<file path="config.mk">
export PLATFORM = sky130hd
export DESIGN_NAME = sorted_list_insert_remove
export DESIGN_NICKNAME = d
export VERILOG_FILES = /design/src/hdl/slir_pkg.sv /design/src/hdl/sorted_list_insert_remove.sv /design/src/hdl/slir_cell.sv
export SDC_FILE = /design/constraint.sdc
export NUM_CORES = 2
export LEC_CHECK = 0
export BUFFER_PORTS_ARGS = -buffer_cell sky130_fd_sc_hd__buf_2
export CAP_MARGIN = 25
export CELL_PAD_IN_SITES_DETAIL_PLACEMENT = 0
export CELL_PAD_IN_SITES_GLOBAL_PLACEMENT = 1
export CORE_ASPECT_RATIO = 0.7
export CORE_MARGIN = 10
export CORE_UTILIZATION = 50
export CTS_BUF_LIST = sky130_fd_sc_hd__clkbuf_8 sky130_fd_sc_hd__clkbuf_16
export DETAILED_ROUTE_END_ITERATION = 10
export PLACE_DENSITY = 0.91
export SLEW_MARGIN = 20
export SYNTH_ARGS = -nofsm -noshare
export SYNTH_HDL_FRONTEND = slang
export SYNTH_SLANG_ARGS = --single-unit
export TNS_END_PERCENT = 20
</file>
<file path="constraint.sdc">
create_clock -name i_clk -period 6.7 [get_ports i_clk]
set_clock_uncertainty 0.2 [all_clocks]
set_input_delay 0.335 -clock i_clk [delete_from_list [all_inputs] [get_ports i_clk]]
set_output_delay 0.335 -clock i_clk [all_outputs]
set_load 0.02 [all_outputs]
</file>
<file path="src/hdl/slir_pkg.sv">
`timescale 1ns / 1ps
// ----------------------------------------------------------------------------
// slir_pkg
// Shared types and constants for the sorted list insert/remove block.
// ----------------------------------------------------------------------------
package slir_pkg;

    localparam int VALUE_W = 32;
    localparam int COUNT_W = 5;

    typedef enum logic {
        FUNC_INSERT = 1'b0,
        FUNC_REMOVE = 1'b1
    } t_func;

    typedef struct packed {
        logic ins_en;
        logic rem_en;
    } t_cell_ctl;

endpackage

</file>
<file path="src/hdl/sorted_list_insert_remove.sv">
`timescale 1ns / 1ps
// ----------------------------------------------------------------------------
// sorted_list_insert_remove
// Bounded table of signed values kept in ascending order, with insert and
// remove operations.
// ----------------------------------------------------------------------------
// The input channel (i_valid, o_ready) carries one beat per operation: i_func
// selects insert or remove and i_value is the signed operand. Each beat gives
// exactly one beat on the output channel (o_valid, i_ready) with the entry
// count after the operation and the not_found and full_drop flags.
// The table is a row of DEPTH cells. Every cell compares its entry with the
// operand in parallel, so one beat is applied at once and the result appears
// in the output register in the cycle after acceptance.
// Throughput is one beat per cycle while the output is not stalled by i_ready,
// set by the parallel compare and shift across the cell row.
// A result waiting in the output register holds while i_ready is low; a new
// beat is accepted in the same cycle the waiting result is taken.
// Reset empties the table and the output register; the entries themselves
// are not cleared, since only occupied cells are ever compared.
// ----------------------------------------------------------------------------
module sorted_list_insert_remove #(
    parameter int DEPTH = 16
) (
    input  logic                                 i_clk,
    input  logic                                 i_rst_n,
    input  logic                                 i_valid,
    output logic                                 o_ready,
    input  logic                                 i_func,
    input  logic signed [slir_pkg::VALUE_W-1:0]  i_value,
    output logic                                 o_valid,
    input  logic                                 i_ready,
    output logic [slir_pkg::COUNT_W-1:0]         o_count,
    output logic                                 o_not_found,
    output logic                                 o_full_drop
);
    import slir_pkg::*;

    localparam int HeldW = $clog2(DEPTH + 1);
    localparam int ExtW  = HeldW + COUNT_W;

    logic [HeldW-1:0]          r_held;
    logic [HeldW-1:0]          n_held;
    logic                      r_o_valid;
    logic [COUNT_W-1:0]        r_count;
    logic                      r_not_found;
    logic                      r_full_drop;
    logic [ExtW-1:0]           w_held_ext;

    logic                      w_beat;
    logic                      w_full;
    logic                      w_found;
    t_cell_ctl                 w_ctl;
    logic [DEPTH-1:0]          w_lt;
    logic [DEPTH-1:0]          w_eq;
    logic [DEPTH-1:0]          w_occ;
    logic signed [VALUE_W-1:0] w_entry [DEPTH];

    assign o_ready = !r_o_valid || i_ready;
    assign w_beat  = i_valid && o_ready;
    assign w_full  = (r_held == HeldW'(DEPTH));
    assign w_found = |w_eq;

    assign w_ctl.ins_en = w_beat && (t_func'(i_func) == FUNC_INSERT) && !w_full;
    assign w_ctl.rem_en = w_beat && (t_func'(i_func) == FUNC_REMOVE) && w_found;

    genvar g;
    generate
        for (g = 0; g < DEPTH; g++) begin : g_cell
            logic signed [VALUE_W-1:0] w_left;
            logic signed [VALUE_W-1:0] w_right;
            logic                      w_left_lt;

            assign w_occ[g] = (HeldW'(g) < r_held);

            if (g == 0) begin : g_first
                assign w_left    = i_value;
                assign w_left_lt = 1'b1;
            end else begin : g_inner
                assign w_left    = w_entry[g-1];
                assign w_left_lt = w_lt[g-1];
            end

            if (g == DEPTH - 1) begin : g_last
                assign w_right = w_entry[g];
            end else begin : g_mid
                assign w_right = w_entry[g+1];
            end

            slir_cell u_cell (
                .i_clk         (i_clk),
                .i_ctl         (w_ctl),
                .i_occupied    (w_occ[g]),
                .i_value       (i_value),
                .i_left_entry  (w_left),
                .i_left_lt     (w_left_lt),
                .i_right_entry (w_right),
                .o_entry       (w_entry[g]),
                .o_lt          (w_lt[g]),
                .o_eq          (w_eq[g])
            );
        end
    endgenerate

    always_comb begin
        n_held = r_held;
        if (w_ctl.ins_en) begin
            n_held = r_held + HeldW'(1);
        end else if (w_ctl.rem_en) begin
            n_held = r_held - HeldW'(1);
        end
    end

    assign w_held_ext = ExtW'(n_held);

    always_ff @(posedge i_clk) begin
        if (!i_rst_n) begin
            r_held    <= '0;
            r_o_valid <= 1'b0;
        end else begin
            r_held <= n_held;
            if (w_beat) begin
                r_o_valid <= 1'b1;
            end else if (i_ready) begin
                r_o_valid <= 1'b0;
            end
        end
    end

    always_ff @(posedge i_clk) begin
        if (w_beat) begin
            r_count     <= w_held_ext[COUNT_W-1:0];
            r_not_found <= (t_func'(i_func) == FUNC_REMOVE) && !w_found;
            r_full_drop <= (t_func'(i_func) == FUNC_INSERT) && w_full;
        end
    end

    assign o_valid     = r_o_valid;
    assign o_count     = r_count;
    assign o_not_found = r_not_found;
    assign o_full_drop = r_full_drop;

`ifndef SYNTH
    a_held_bound: assert property (@(posedge i_clk) disable iff (!i_rst_n)
        r_held <= HeldW'(DEPTH))
        else $error("Entry count exceeds table depth.");

    a_flags_exclusive: assert property (@(posedge i_clk) disable iff (!i_rst_n)
        o_valid |-> !(o_not_found && o_full_drop))
        else $error("Both result flags are set.");

    a_full_keeps: assert property (@(posedge i_clk) disable iff (!i_rst_n)
        w_beat && w_full && (t_func'(i_func) == FUNC_INSERT) |=> w_full)
        else $error("Dropped insert changed the count.");

    a_miss_keeps: assert property (@(posedge i_clk) disable iff (!i_rst_n)
        w_beat && !w_found && (t_func'(i_func) == FUNC_REMOVE)
        |=> r_held == $past(r_held))
        else $error("Unmatched remove changed the count.");
`endif

endmodule

</file>
<file path="src/hdl/slir_cell.sv">
`timescale 1ns / 1ps
// ----------------------------------------------------------------------------
// slir_cell
// One slot of the sorted table: compares its entry with the operand and
// shifts toward either neighbor on an insert or a remove.
// ----------------------------------------------------------------------------
module slir_cell (
    input  logic                                 i_clk,
    input  slir_pkg::t_cell_ctl                  i_ctl,
    input  logic                                 i_occupied,
    input  logic signed [slir_pkg::VALUE_W-1:0]  i_value,
    input  logic signed [slir_pkg::VALUE_W-1:0]  i_left_entry,
    input  logic                                 i_left_lt,
    input  logic signed [slir_pkg::VALUE_W-1:0]  i_right_entry,
    output logic signed [slir_pkg::VALUE_W-1:0]  o_entry,
    output logic                                 o_lt,
    output logic                                 o_eq
);
    import slir_pkg::*;

    logic signed [VALUE_W-1:0] r_entry;
    logic signed [VALUE_W-1:0] n_entry;

    assign o_entry = r_entry;
    assign o_lt    = i_occupied && (r_entry < i_value);
    assign o_eq    = i_occupied && (r_entry == i_value);

    always_comb begin
        n_entry = r_entry;
        if (i_ctl.ins_en && !o_lt) begin
            n_entry = i_left_lt ? i_value : i_left_entry;
        end else if (i_ctl.rem_en && !o_lt) begin
            n_entry = i_right_entry;
        end
    end

    always_ff @(posedge i_clk) begin
        r_entry <= n_entry;
    end

endmodule

</file>
After elaboration in Yosys (flattened, before gate mapping). Cells that the tools add are included.

Bitwise gates (word level): 1. Reductions and logical operators: 107. Shifts and indexed selects: 0. $lt $le $gt $ge: 32. Muxes and demuxes: 49. Div/mod/pow operators: 0. Add/sub/neg operators: 2. $mul: 0. Eq/ne operators: 17.

Operator list (number): $mux W32 (45); $eq A32 B32 Y1 (16); $lt A32 B32 Y1 (16); $logic_and A1 B1 Y1 (70); $lt A4 B5 Y1 const A (8); $reduce_bool A2 Y1 (16); $lt A3 B5 Y1 const A (4); $logic_not A1 Y1 (19); $reduce_or A16 Y1 (1); $lt A1 B5 Y1 const A (2); $lt A2 B5 Y1 const A (2); $mux W5 (2); $add A5 B1 Y5 const B (1); $eq A5 B5 Y1 const B (1); $sub A5 B1 Y5 const B (1); $mux W1 (2); $logic_or A1 B1 Y1 (1); $not A1 Y1 (1).

Input port bits: 37. Bits in latches: 0. Memories kept: 0. Output and inout port bits: 9. Register bits: 525. Word-level logic and storage cells: 229. Bits in writable memories: 0. ROM bits: 0.

Logic depth before layout (Yosys ltp).
Depth after elaboration: 8. Mapped depth: 13. Depth with buffers taken out: 10.

Hierarchy. Synthesis repeated with hierarchy kept, for this count alone.

Cell total of the unflattened synthesis: 3718. Area, all modules: 42286.8 um2.

Modules (own cells, without submodules): slir_cell (instances 16, cells each 226, area each 2585.0 um2, seq. area each 960.9 um2); sorted_list_insert_remove (instances 1, cells each 102, area each 927.1 um2, seq. area each 330.3 um2).

Worst setup path after synthesis. OpenSTA, ideal clock, no wires.

Path kind: in2reg. From: in i_value[31] (netlist name). To: reg g_cell[4].u_cell.r_entry[0], enable pin. Arrival: 4.507 ns. Required time: 6.039 ns. Stages: 10. Library setup time: 0.461 ns. Slack: 1.532 ns. Buffers on the path: 1. Path through: inv_1 > ha_1 > nand4_1 > nor3_1 > or4bb_1 > o2111ai_2 > nor4_4 > a21o_1 > buf_6 > nor3_1.

Cells in the longest elaborated chain, start to end: 6. Elaborated cells on any way between the ends: 40. Those cells by class: 1 x order compare; 16 x eq/ne; 23 x reduce/logical.

Ends and longest elaborated chain: start, declared (line sorted_list_insert_remove.sv:29) `input logic signed [slir_pkg::VALUE_W-1:0] i_value,`; parallel branches: the longest is 5 deep, another holds $lt A32 B32 Y1; $reduce_bool A2 Y1 (no line) *; end signal, assigned (line slir_cell.sv:38) `r_entry <= n_entry;`; end, declared (line slir_cell.sv:21) `logic signed [VALUE_W-1:0] r_entry;`.

Mark *: on every way between the ends. A chain may end at the register's enable or synchronous reset.

Worst setup path after layout.
From: in i_value[22] (netlist name). To: reg g_cell[13].u_cell.r_entry[26], enable pin.

Cells in the longest elaborated chain, start to end: 6. Elaborated cells on any way between the ends: 40. Those cells by class: 1 x order compare; 16 x eq/ne; 23 x reduce/logical.

Ends and longest elaborated chain (line): parallel branches: the longest is 5 deep, another holds $lt A32 B32 Y1; $reduce_bool A2 Y1 (no line) *; end signal, assigned (slir_cell.sv:38); end, declared (slir_cell.sv:21).

Marks and branches as above.

==> results by group <==
Outcome
  – Result of the run: finished clean

Synthesis
  – Fraction of the yosys area taken by sequential cells: between 40 and 50%
  – Post-synthesis sequential element count: approximately 530
  – EDFF count, synth: 519
  – Count of mapped cells out of synthesis: roughly 3.7k
  – Cell area after synthesis: 38,100 um^2
  – Yosys top cell by area: edfxtp_1
  – Share of Yosys cell area claimed by the top area cell type: between 40% and 50%
  – Ys async rst share: 0%
  – Unique masters post-synth: 84
  – Synth warnings: 0
  – Top post-synthesis cells by area: edfxtp_1 (41%), ha_1 (17%), mux2i_1 (11%), a21oi_1 (6.6%), o21ai_0 (5.1%)
  – Dominant register cell in the synthesized netlist: edfxtp_1
  – Post-Syn Nets: 4,291
  – Syn avg cell area: a little over 10 um^2

Detailed routing
  – Post-detailed-route via-to-cell ratio: 6.51
  – First drt pass iteration count: 6
  – Drt wl/cell: around 25 um
  – Remaining DRCs: 0
  – DRT Wirelength: about 120,000 um
  – Vias post-DR: 30.9k
  – Remaining number of nets flagged by the antenna check after routing: 0
  – Number of DRC markers after the initial detailed-route iteration: 3,768

Die
  – Number of placement rows: 84
  – Starting utilization of the core area: about 50%
  – Die area: 87,900 um^2
  – I/O Pins: 46
  – Core region area: between 70,000 and 80,000 um^2
  – Die height: 251 um
  – Floorplan die width: between 300 and 400 um

Placement
  – Worst slack, placed: 1.22 ns
  – Detail Placement HPWL: 90,000 um
  – Gpl congestion: around 1
  – # port buffers: 45

Clock tree
  – CTS tree: done
  – Root Buffer: clkbuf_16
  – Maximum number of buffers from clock root to sink: 3
  – Clock buffer count from CTS: 54
  – CTS H-tree lvls: 2
  – Clock slew seen by the registers of the worst setup and hold paths: around 0.06 ns
  – Count of buffers added by post-CTS timing repair for setup: 0
  – Worst-Skew Late Latency: approximately 0.64 ns
  – Count of instances resized after the clock tree is built: 0
  – TritonCTS Sinks: about 530

STA
  – Slew margin rel.: 19.8%
  – Worst-case setup margin in the final layout: approximately 1.5 ns
  – Number of pins with negative max-slew slack in the final report: 0
  – Count of final setup violators: 0
  – Transition time at the pin with the least slew margin: ~1.2 ns
  – Final period utilization: about 77%
  – Crit path time final: around 5.2 ns
  – RSZ-0062 raised after global routing: false
  – Setup TNS: 0 ns
  – Achievable Freq: 0.193 GHz
  – Number of hold violations in the final report: 0

Layout
  – NumNets Final: around 4.3k
  – Area growth syn-to-layout: 8.58%
  – Fraction of final layout cells with drive strength greater than 1: 7.40%
  – Final-layout fill cell count: ~6.5k
  – Final core utilization: a little over half

Critical path
  – Most frequent cell on the critical path: nand4_1
  – Worst Setup End Kind: register
  – R2R depth: 8
  – Origin of the critical flop-to-flop path: r_held[0]$_SDFF_PN0_
  – Data required, critical path: ~6.8 ns
  – Critical-path maximum fanout: 32
  – Setup slack of the worst register-to-register path: roughly 1.7 ns
  – Number of buffers and inverters on the critical path: 3
  – Crit path DAT: 5.23 ns
  – Critical path startpoint category: input port
  – Crit path max-delay cell type: nor2_4
  – Start-to-end type of the worst setup path: input port to register
  – Endpoint of the worst register-to-register path: g_cell[13].u_cell.o_entry[26]$_DFFE_PP_
  – Number of logic stages on the critical path including buffering: 11
  – Maximum cell stage delay along the critical path: 0.82 ns
  – Sequence of cells on the critical path: buf_2 -> inv_1 -> ha_1 -> nand4_1 -> nor4_1 -> nand4_1 -> nand4_1 -> nor4_4 -> a21o_1 -> buf_4 -> nor2_4
  – Family with the most delay on the worst path: simple AND/OR/NAND/NOR gates

Worst hold path
  – Worst Hold Path EP: g_cell[0].u_cell.o_entry[25]$_DFFE_PP_
  – Path class of the lowest-slack min-delay path: input port to register
  – Launch point of the worst hold path: i_value[25]
  – WHS Path Cells: 3

Global routing
  – Wire length of the first global-routing pass: around 180,000 um
  – Aggregate global routing overflow: 0
  – Largest net degree at the start of global routing: 85
  – Vias in the first global route: 29.3k
  – Antenna violations before repair: 5
  – Total GRT Usage: 26.3%

Power and ir drop
  – Static leakage: about 0.017 uW
  – Total power density per cell area: roughly 230 nW/um^2
  – Worst vdd rail ir drop: 0.218 mV

Flow run
  – Count of maximum capacitance violations: 0
==> worst register-to-register path, cell delays in order (launching register included) <==
cell and delay, ns:
dfxtp_1 0.82, a41oi_1 0.68, nor4_1 0.63, nand3_1 0.50
nand4_1 0.36, nor4_4 0.12, a21o_1 0.22, buf_4 0.29
nor2_4 0.86
==> cell usage in the layout, fill, tap and decap left out, types with 5 or more instances in the layout <==
cell / count
nor2b_1: 17
and4_1: 8
nand2b_1: 12
nand3_1: 49
clkinvlp_4: 6
nand2_1: 344
inv_1: 86
clkbuf_16: 55
a211oi_1: 11
ha_1: 516
o211ai_1: 17
bufinv_16: 7
a21boi_0: 6
a221oi_1: 19
nor3_1: 27
a21o_1: 36
mux2i_1: 418
buf_4: 86
nor4_1: 24
nor2_4: 11
and2_1: 7
o21ai_1: 23
nand4_1: 121
clkinv_2: 7
o221ai_1: 5
dfxtp_1: 6
o21a_1: 15
edfxtp_1: 519
mux2_1: 30
clkinv_1: 13
buf_2: 45
a31oi_1: 35
or3_1: 7
o21ai_0: 387
a21oi_1: 506
nor2_1: 160
==> worst max-delay path by stage <==
stage | start | end
after global routing | i_value[22] | g_cell[13].u_cell.o_entry[2]$_DFFE_PP_
after CTS | i_value[22] | g_cell[13].u_cell.o_entry[21]$_DFFE_PP_
final | i_value[22] | g_cell[13].u_cell.o_entry[26]$_DFFE_PP_
after floorplan | i_value[31] | g_cell[4].u_cell.o_entry[0]$_DFFE_PP_
after detailed placement | i_value[22] | g_cell[13].u_cell.o_entry[11]$_DFFE_PP_
after global placement | i_value[31] | g_cell[13].u_cell.o_entry[10]$_DFFE_PP_
==> through the flow <==
| stage | instance area (um^2) | hold slack [ns] | total power (uW) | std cells |
|---|---|---|---|---|
| 2_1_floorplan | 38100 | 0.257 | 5710 | 3738 |
| 4_1_cts | 41400 | 0.0664 | 9590 | 4744 |
| 6_report | 41400 | 0.0943 | 9640 | 4751 |
| 3_3_place_gp | 39500 | 0.322 | 6360 | 4639 |
| 3_5_place_dp | 39500 | 0.335 | 6420 | 4640 |
| 5_1_grt | 41400 | 0.122 | 10000 | 4751 |
==> kinds of logic after synthesis <==
kind of cell / share of synthesized area (%)
DFF: 41.2
muxes: 12.1
adders and majority gates: 16.9
AOI/OAI and AO/OA: 16.0
xor gates and xnor gates: 0.0689
buffers and inverters: 3.46
and+or+nand+nor: 10.3
==> routing by layer <==
layer  wire [um]  vias up  track usage, %  part of all wire (%)
li1            -    14300               -                     -
met1       53700    14700            39.9                    45
met2       46200     1778            35.5                    39
met3       16500      190            7.83                    14
met4        3140        0            6.97                   2.6
met5           0        -               0                     0
==> what timing repair did <==
| item | in CTS | in global routing |
|---|---|---|
| hold endpoints to repair | 8 | 0 |
| endpoints found under the setup margin | 0 | 0 |
| hold buffers | 4 | 0 |
==> layout make-up <==
type                       instances  area (um^2)  area share (%)
antenna                            4         10.0          0.0242
clock buffer                      59         1430            3.46
clock inverter                    41          379           0.915
inverter                          80          300           0.725
multi-input combinational       2914        21400            51.6
sequential                       525        15700            37.9
tap                              989         1240            2.99
timing repair buffer             139          977            2.36
==> synth_stat cells (all sizes together), types with 7 or more instances <==
cell type	instances
edfxtp	519
ha	516
a21oi	507
mux2i	421
o21ai	412
nand2	345
nor2	171
clkbuf	130
nand4	121
buf	89
inv	80
nand3	51
a21o	37
a31oi	35
mux2	35
nor3	32
nor4	27
nor2b	21
a221oi	19
nand2b	17
o211ai	17
o21a	15
a211oi	13
or3	11
and4	8
a21boi	7
and2	7
==> state kept, by name, summed over array words and instances (netlist names) <==
signal                 cells
g_cell.u_cell.o_entry    512
o_count                    5
r_held                     5
o_full_drop                1
o_not_found                1
o_valid                    1
==> power by group <==
part           internal [uW]  switching, uW
logic                    817           1440
clock network           1800           1390
registers               3960            234
Power figures use the tool's default switching activity.
